--- config.mk ---
export PLATFORM = sky130hd
export DESIGN_NAME = dotted_ipv4_text_parser_unit_flat
export DESIGN_NICKNAME = d
export VERILOG_FILES = /design/src/sv/dip_pkg.sv /design/src/sv/dip_char_if.sv /design/src/sv/dip_addr_if.sv /design/src/sv/dotted_ipv4_text_parser_unit.sv /design/src/sv/dip_step.sv /design/src/flat_wrapper.sv
export SDC_FILE = /design/constraint.sdc
export NUM_CORES = 1
export LEC_CHECK = 0
export BUFFER_PORTS_ARGS = -buffer_cell sky130_fd_sc_hd__buf_2
export CAP_MARGIN = 20
export CORE_MARGIN = 8
export CORE_UTILIZATION = 56
export CTS_CLUSTER_DIAMETER = 120
export DETAILED_ROUTE_END_ITERATION = 7
export HOLD_SLACK_MARGIN = 0.15
export PLACE_DENSITY = 0.78
export SYNTH_ARGS = -nofsm -noshare
export SYNTH_HDL_FRONTEND = slang
export SYNTH_SLANG_ARGS = --single-unit
--- constraint.sdc ---
create_clock -name clk -period 5.2 [get_ports clk]
set_input_delay 0.78 -clock clk [delete_from_list [all_inputs] [get_ports clk]]
set_output_delay 0.78 -clock clk [all_outputs]
set_load 0.02 [all_outputs]
--- src/sv/dip_pkg.sv ---
// ============================================================================
// Dotted IPv4 text parser package
// Shared parser state type, phase and base codes, and the reset state.
// ============================================================================
`default_nettype none

package dip_pkg;

  localparam int unsigned NUM_PARTS = 4;

  // Number base of the part that is being read.
  typedef enum logic [1:0] {
    BASE_DEC = 2'd0,
    BASE_OCT = 2'd1,
    BASE_HEX = 2'd2
  } base_t;

  // Where the parser stands within the text.
  typedef enum logic [2:0] {
    PH_START  = 3'd0,
    PH_ZERO   = 3'd1,
    PH_DIGITS = 3'd2,
    PH_TAIL   = 3'd3,
    PH_IGNORE = 3'd4
  } phase_t;

  typedef struct packed {
    logic [NUM_PARTS-1:0][31:0] parts;
    logic [2:0]                 count;
    base_t                      base;
    phase_t                     phase;
    logic                       rejected;
  } state_t;

  localparam state_t STATE_RESET = '{
    parts:    '0,
    count:    3'd0,
    base:     BASE_DEC,
    phase:    PH_START,
    rejected: 1'b0
  };

endpackage

`default_nettype wire

--- src/sv/dip_char_if.sv ---
// ============================================================================
// Character channel
// Valid/ready channel that carries one text byte per beat.
// ============================================================================
`default_nettype none

interface dip_char_if;
  logic       valid;
  logic       ready;
  logic [7:0] character;

  modport source (output valid, output character, input ready);
  modport sink   (input valid, input character, output ready);
endinterface

`default_nettype wire

--- src/sv/dip_addr_if.sv ---
// ============================================================================
// Address channel
// Valid/ready channel that carries one packed 32-bit address per beat.
// ============================================================================
`default_nettype none

interface dip_addr_if;
  logic        valid;
  logic        ready;
  logic [31:0] address;

  modport source (output valid, output address, input ready);
  modport sink   (input valid, input address, output ready);
endinterface

`default_nettype wire

--- src/sv/dotted_ipv4_text_parser_unit.sv ---
// ============================================================================
// Dotted IPv4 text parser unit
// Reads address text one byte per beat and emits one packed 32-bit address
// for every zero byte that ends a string; all ones marks bad text.
// ============================================================================
//
//   Channel   Direction  Payload               Beat meaning
//   in_chan   sink       character [7:0]       one byte of text, zero ends it
//   out_chan  source     address   [31:0]      packed address of one string
//
// One byte is taken every cycle. An accepted byte sits in the input register
// while the parser state is updated; a terminator then loads the result
// register, which drives the address onto out_chan.
// The input stalls only when a terminator waits on a result that is not yet
// taken. Reset (rst_n low, synchronous) clears the parser state and both
// valid flags.
`default_nettype none

module dotted_ipv4_text_parser_unit (
  input  wire logic       clk,
  input  wire logic       rst_n,
  dip_char_if.sink        in_chan,
  dip_addr_if.source      out_chan
);

  logic            s1_valid_r;
  logic [7:0]      s1_char_r;
  dip_pkg::state_t state_r;
  dip_pkg::state_t state_nxt;
  logic            out_valid_r;
  logic [31:0]     out_addr_r;
  logic [31:0]     step_addr;
  logic            s1_is_term;
  logic            s1_go;

  dip_step u_step (
    .cur_state (state_r),
    .character (s1_char_r),
    .nxt_state (state_nxt),
    .address   (step_addr)
  );

  // A terminator moves on only when the result register is free.
  assign s1_is_term    = (s1_char_r == 8'h00);
  assign s1_go         = s1_valid_r && (!s1_is_term || !out_valid_r || out_chan.ready);
  assign in_chan.ready = !s1_valid_r || s1_go;

  // Input register.
  always_ff @(posedge clk) begin
    if (!rst_n) begin
      s1_valid_r <= 1'b0;
    end else if (in_chan.ready) begin
      s1_valid_r <= in_chan.valid;
    end
    if (in_chan.ready && in_chan.valid) begin
      s1_char_r <= in_chan.character;
    end
  end

  // Parser state.
  always_ff @(posedge clk) begin
    if (!rst_n) begin
      state_r <= dip_pkg::STATE_RESET;
    end else if (s1_go) begin
      state_r <= state_nxt;
    end
  end

  // Result register.
  always_ff @(posedge clk) begin
    if (!rst_n) begin
      out_valid_r <= 1'b0;
    end else if (s1_go && s1_is_term) begin
      out_valid_r <= 1'b1;
    end else if (out_chan.ready) begin
      out_valid_r <= 1'b0;
    end
    if (s1_go && s1_is_term) begin
      out_addr_r <= step_addr;
    end
  end

  assign out_chan.valid   = out_valid_r;
  assign out_chan.address = out_addr_r;

endmodule

`default_nettype wire

--- src/sv/dip_step.sv ---
// ============================================================================
// Parser step
// Next parser state for one text byte, and the packed address that a
// terminating zero byte produces.
// ============================================================================
`default_nettype none

module dip_step (
  input  wire  dip_pkg::state_t cur_state,
  input  wire  logic [7:0]      character,
  output dip_pkg::state_t       nxt_state,
  output logic [31:0]           address
);

  localparam logic [7:0] CH_NUL   = 8'h00;
  localparam logic [7:0] CH_ZERO  = 8'h30;
  localparam logic [7:0] CH_NINE  = 8'h39;
  localparam logic [7:0] CH_LA    = 8'h61;
  localparam logic [7:0] CH_LF    = 8'h66;
  localparam logic [7:0] CH_UA    = 8'h41;
  localparam logic [7:0] CH_UF    = 8'h46;
  localparam logic [7:0] CH_LX    = 8'h78;
  localparam logic [7:0] CH_UX    = 8'h58;
  localparam logic [7:0] CH_DOT   = 8'h2E;
  localparam logic [7:0] CH_SPACE = 8'h20;
  localparam logic [7:0] CH_TAB   = 8'h09;
  localparam logic [7:0] CH_NL    = 8'h0A;
  localparam logic [7:0] CH_CR    = 8'h0D;

  localparam logic [31:0] ALL_ONES = 32'hFFFF_FFFF;

  // Range check against the classic layouts and pack, first part on top.
  function automatic logic [31:0] pack_address(input dip_pkg::state_t st,
                                               input logic [2:0] cnt);
    logic [31:0] a, b, c, d;
    logic [31:0] res;
    a = st.parts[0];
    b = st.parts[1];
    c = st.parts[2];
    d = st.parts[3];
    res = ALL_ONES;
    case (cnt)
      3'd1: res = a;
      3'd2: if (a <= 32'hFF && b <= 32'hFF_FFFF) begin
        res = {a[7:0], b[23:0]};
      end
      3'd3: if (a <= 32'hFF && b <= 32'hFF && c <= 32'hFFFF) begin
        res = {a[7:0], b[7:0], c[15:0]};
      end
      3'd4: if (a <= 32'hFF && b <= 32'hFF && c <= 32'hFF && d <= 32'hFF) begin
        res = {a[7:0], b[7:0], c[7:0], d[7:0]};
      end
      default: res = ALL_ONES;
    endcase
    if (st.rejected) begin
      res = ALL_ONES;
    end
    return res;
  endfunction

  logic        is_space;
  logic        do_digit;
  logic        is_num;
  logic [3:0]  digit_val;
  logic [1:0]  idx;
  logic [31:0] part_cur;
  logic [31:0] part_scaled;
  logic [2:0]  term_count;
  logic [2:0]  next_count;

  assign is_space = (character == CH_SPACE) || (character == CH_TAB) ||
                    (character == CH_NL) || (character == CH_CR);
  assign idx      = cur_state.count[1:0];
  assign part_cur = cur_state.parts[idx];

  // A terminator closes the open part unless the text has already ended.
  always_comb begin
    term_count = cur_state.count;
    if (cur_state.phase == dip_pkg::PH_START || cur_state.phase == dip_pkg::PH_ZERO ||
        cur_state.phase == dip_pkg::PH_DIGITS) begin
      term_count = cur_state.count + 3'd1;
    end
    address = pack_address(cur_state, term_count);
  end

  // Per-byte state update.
  always_comb begin
    nxt_state   = cur_state;
    do_digit    = 1'b0;
    is_num      = 1'b0;
    digit_val   = 4'd0;
    part_scaled = '0;
    next_count  = cur_state.count + 3'd1;

    if (character == CH_NUL) begin
      nxt_state = dip_pkg::STATE_RESET;
    end else begin
      case (cur_state.phase)
        dip_pkg::PH_START: begin
          if (character == CH_ZERO) begin
            nxt_state.phase = dip_pkg::PH_ZERO;
          end else begin
            nxt_state.base = dip_pkg::BASE_DEC;
            do_digit       = 1'b1;
          end
        end
        dip_pkg::PH_ZERO: begin
          if (character == CH_LX || character == CH_UX) begin
            nxt_state.base  = dip_pkg::BASE_HEX;
            nxt_state.phase = dip_pkg::PH_DIGITS;
          end else begin
            nxt_state.base = dip_pkg::BASE_OCT;
            do_digit       = 1'b1;
          end
        end
        dip_pkg::PH_DIGITS: do_digit = 1'b1;
        dip_pkg::PH_TAIL: begin
          if (!is_space) begin
            nxt_state.rejected = 1'b1;
          end
          nxt_state.phase = dip_pkg::PH_IGNORE;
        end
        default: ;
      endcase

      // Digit decode uses the base chosen above.
      if (character >= CH_ZERO && character <= CH_NINE) begin
        is_num    = 1'b1;
        digit_val = 4'(character - CH_ZERO);
      end else if (nxt_state.base == dip_pkg::BASE_HEX && character >= CH_LA &&
                   character <= CH_LF) begin
        is_num    = 1'b1;
        digit_val = 4'(character - CH_LA + 8'd10);
      end else if (nxt_state.base == dip_pkg::BASE_HEX && character >= CH_UA &&
                   character <= CH_UF) begin
        is_num    = 1'b1;
        digit_val = 4'(character - CH_UA + 8'd10);
      end

      // Multiply by the base with shifts, then add the digit.
      case (nxt_state.base)
        dip_pkg::BASE_HEX: part_scaled = {part_cur[27:0], 4'd0};
        dip_pkg::BASE_OCT: part_scaled = {part_cur[28:0], 3'd0};
        default:           part_scaled = {part_cur[28:0], 3'd0} + {part_cur[30:0], 1'b0};
      endcase

      if (do_digit) begin
        if (is_num) begin
          nxt_state.parts[idx] = part_scaled + {28'd0, digit_val};
          nxt_state.phase      = dip_pkg::PH_DIGITS;
        end else begin
          nxt_state.count = next_count;
          if (character == CH_DOT) begin
            if (next_count < 3'd4) begin
              nxt_state.parts[next_count[1:0]] = '0;
              nxt_state.base  = dip_pkg::BASE_DEC;
              nxt_state.phase = dip_pkg::PH_START;
            end else begin
              nxt_state.phase = dip_pkg::PH_TAIL;
            end
          end else begin
            if (!is_space) begin
              nxt_state.rejected = 1'b1;
            end
            nxt_state.phase = dip_pkg::PH_IGNORE;
          end
        end
      end
    end
  end

endmodule

`default_nettype wire

--- src/flat_wrapper.sv ---
// flat-port wrapper written by rule: the top's interface ports become plain ports
module dotted_ipv4_text_parser_unit_flat 
  (clk, rst_n, in_chan_valid, in_chan_character, in_chan_ready, out_chan_valid, out_chan_address, out_chan_ready);
  dip_char_if in_chan_i ();
  dip_addr_if out_chan_i ();
  input  wire logic clk;
  input  wire logic rst_n;
  input wire logic [$bits(in_chan_i.valid)-1:0] in_chan_valid;
  input wire logic [$bits(in_chan_i.character)-1:0] in_chan_character;
  output wire logic [$bits(in_chan_i.ready)-1:0] in_chan_ready;
  output wire logic [$bits(out_chan_i.valid)-1:0] out_chan_valid;
  output wire logic [$bits(out_chan_i.address)-1:0] out_chan_address;
  input wire logic [$bits(out_chan_i.ready)-1:0] out_chan_ready;
  assign in_chan_i.valid = in_chan_valid;
  assign in_chan_i.character = in_chan_character;
  assign in_chan_ready = in_chan_i.ready;
  assign out_chan_valid = out_chan_i.valid;
  assign out_chan_address = out_chan_i.address;
  assign out_chan_i.ready = out_chan_ready;
  dotted_ipv4_text_parser_unit u_core (.clk(clk), .rst_n(rst_n), .in_chan(in_chan_i), .out_chan(out_chan_i));
endmodule
==> metrics.txt <==
clock share of power 0.427; GRT Total Usage 0.322; sequential fraction of the synthesis area 0.333; drt drc 1; CTS root buf clkbuf_16; Critical Path Sink Type flip-flop; Most used DFF post-synth dfxtp_1; Setup WS pre-CTS -130 ps; synthesized area per cell 8.31 um2; IO buf count 45; Slowest cell on crit path or4b_4; Critical path buffers and inverters 3; syn nets 1495; Post-CTS Hold Fix Bufs 0; Worst Tran Pin Value 1020 ps; initial antenna violation count 0; critical path type reg -> reg; setup ws final 155 ps; Routed Antenna Nets 0; CTS clk-pin slew, worst paths 80 ps; DR vias 12600; Fmax 0.198 GHz; core area 21000 um2; DIE WIDTH 162 um; Period minus WS final 5040 ps; Routed WL 43700 um; Post-Syn Area 12000 um2; reg2reg setup slack 160 ps; largest net degree at the start of global routing 81; area grow syn2layout 12.0%; #FFs+latches synth 179; Overflow after GRT 0; top cell type's share of synthesized area 0.233; biggest cell delay along the critical path 560 ps; # fillers 1779; status finished with violations; Sequential Power Share 0.478; CP required 5560 ps; clk_lat worst skew 450 ps; CTS tree yes; Slew Limit Fails 0; Via density 7.17; Post-synth EDFFs 40; Power Density 227 nW/um2; number of buffers created by CTS 17; post-detailed-route wirelength per cell 24.8 um; IO Pins 46; GPL Wtd Cong 0.969; NetSw 816 uW; clock sink total 179; switching share of power 0.269; Final Setup Violations 0; Syn. warnings 0; Leakage 4.87 nW; Syn Inst Count 1440; hold crit path type reg -> reg; clk_skew 14.1 ps; vias in the first global route 11600; Worst slew margin 0.319; critical-path maximum fanout 5; crit path DAT 5400 ps; dominant cell type by area after synthesis dfxtp_1; cell family with most CP delay simple AND/OR/NAND/NOR gates; max capacitance violation total 0; first-pass GRT wire length 66000 um; Final period util 0.970; Setup TNS Final 0 ps; Die Ht 162 um; ANT cells 0; synth cell count leaders 175 x nor2_1, 139 x dfxtp_1, 134 x nand2_1, 119 x o21ai_0, 108 x a21oi_1; DRC marker count from the first detailed-route iteration 2284; Initial DRT Pass Iterations 8; # nets final 1531; ys async rst share 0; maximum vdd drop 0.000218 V; combinational power share 0.095; area of the die 26300 um2; critical path, cell by cell inv_2 > ha_2 > nand2b_1 > buf_4 > nor3_4 > a32o_2 > ha_1 > nor4b_2 > nand4_1 > nor2_1 > o21ai_0 > o21a_1 > fa_2 > inv_1 > a21oi_2 > nor4_2 > nand3b_1 > nor3_2 > nand3_2 > or4b_4 > and2_4 > o41ai_2; internal cell power 2.22 mW; Synth area leaders dfxtp_1 23%, edfxtp_1 10%, mux4_2 5.8%; placement row count 53; Fin. Hold Viols 0; Yosys cell types 94; worst-case clock buffer depth 2; failing checks DRC; Detailed Place HPWL 31200 um; CP Launch Type flip-flop; CTS H-tree depth 4; share of cells above drive strength 1 0.161; most numerous cell in the Yosys netlist nor2_1; Initial Util 0.569
-- final timing paths --
path,start,end,cells past startpoint
worst min-delay path,u_core.state_r[105]$_SDFFE_PN0P_,u_core.state_r[105]$_SDFFE_PN0P_,2
worst max register to register,u_core.s1_char_r[0]$_DFFE_PP_,u_core.state_r[136]$_SDFFE_PN0P_,22
worst max-delay path,u_core.s1_char_r[0]$_DFFE_PP_,u_core.state_r[136]$_SDFFE_PN0P_,22
worst min register to register,u_core.state_r[105]$_SDFFE_PN0P_,u_core.state_r[105]$_SDFFE_PN0P_,2
-- cell usage in the layout (no fill, tap or decap), types with 33 or more instances in the layout --
cell and n:
buf_4 63, o21ai_0 113, nand4_1 45, nand3_1 36, inv_1 33, dfxtp_1 138
ha_1 40, nand2_1 134, buf_2 45, nor2_1 174, edfxtp_1 40, a21oi_1 107
a22oi_1 59
-- power groups by stage --
stage	logic (mW)	clock network [mW]	registers [mW]
after detailed placement	0.271	0	1.48
after global routing	0.305	1.35	1.45
after global placement	0.272	0	1.48
final	0.289	1.30	1.45
after floorplan	0.181	0	1.48
after CTS	0.274	1.29	1.45
-- worst reg2reg max path: stages (launching register included) --
cell and delay (ps):
edfxtp_1 400, inv_2 100, ha_2 190, nand2b_1 100, buf_4 170, nor3_4 170
a32o_2 220, ha_1 180, nor4b_2 220, nand4_1 250, nor2_1 150, o21ai_0 80
o21a_1 160, fa_2 410, inv_1 80, a21oi_2 80, nor4_2 340, nand3b_1 230
nor3_2 270, nand3_2 170, or4b_4 560, and2_4 190, o41ai_2 260
-- cells by family (layout without fill, tap and decap cells) --
family / count (synthesis) / count (layout) / synth area share
adder cells (fa/ha/maj): 43 / 43 / 0.0462
flip-flops: 179 / 179 / 0.333
multiplexers: 35 / 35 / 0.0618
XOR/XNOR: 32 / 32 / 0.0234
buffers and inverters: 130 / 179 / 0.0468
AND/OR/NAND/NOR: 531 / 531 / 0.215
AO/OA/AOI/OAI: 490 / 490 / 0.273
-- flip-flops by register name, indices dropped and copies added (netlist names) --
signal / count
u_core.state_r: 137
u_core.s1_char_r: 8
u_core.out_chan.address: 32
u_core.s1_valid_r: 1
u_core.out_chan.valid: 1
-- repair_timing --
item,in CTS,in global routing
gates resized for setup,4,27
pin swaps,0,13
setup buffers,1,11
endpoints found under the setup margin,25,85
-- stage by stage --
stage               power [mW]  hold slack [ps]   util  cells  cell area (um2)
detailed placement        1.75              455  0.598   1719            12600
global route              3.11              493  0.637   1764            13400
finish                    3.04              469  0.637   1764            13400
floorplan                 1.66              437      -   1440            12000
CTS                       3.02              464  0.627   1752            13200
global placement          1.75              454  0.598   1719            12600
-- metal layers --
| layer | vias to the layer above | GRT usage | share of wire |
|---|---|---|---|
| met3 | 232 | 0.104 | 0.13 |
| li1 | 5529 | - | - |
| met1 | 5906 | 0.394 | 0.36 |
| met5 | - | 0 | 0 |
| met2 | 976 | 0.497 | 0.44 |
| met4 | 0 | 0.173 | 0.065 |
-- cell type report --
type                       instances  area [um2]  share of cell area
sequential                       179        3990               0.298
clock inverter                    13         123             0.00915
timing repair buffer             112         764              0.0571
clock buffer                      19         454              0.0339
inverter                          35         131             0.00981
multi-input combinational       1131        7590               0.567
tap                              275         344              0.0257
Power figures use the tool's default switching activity.
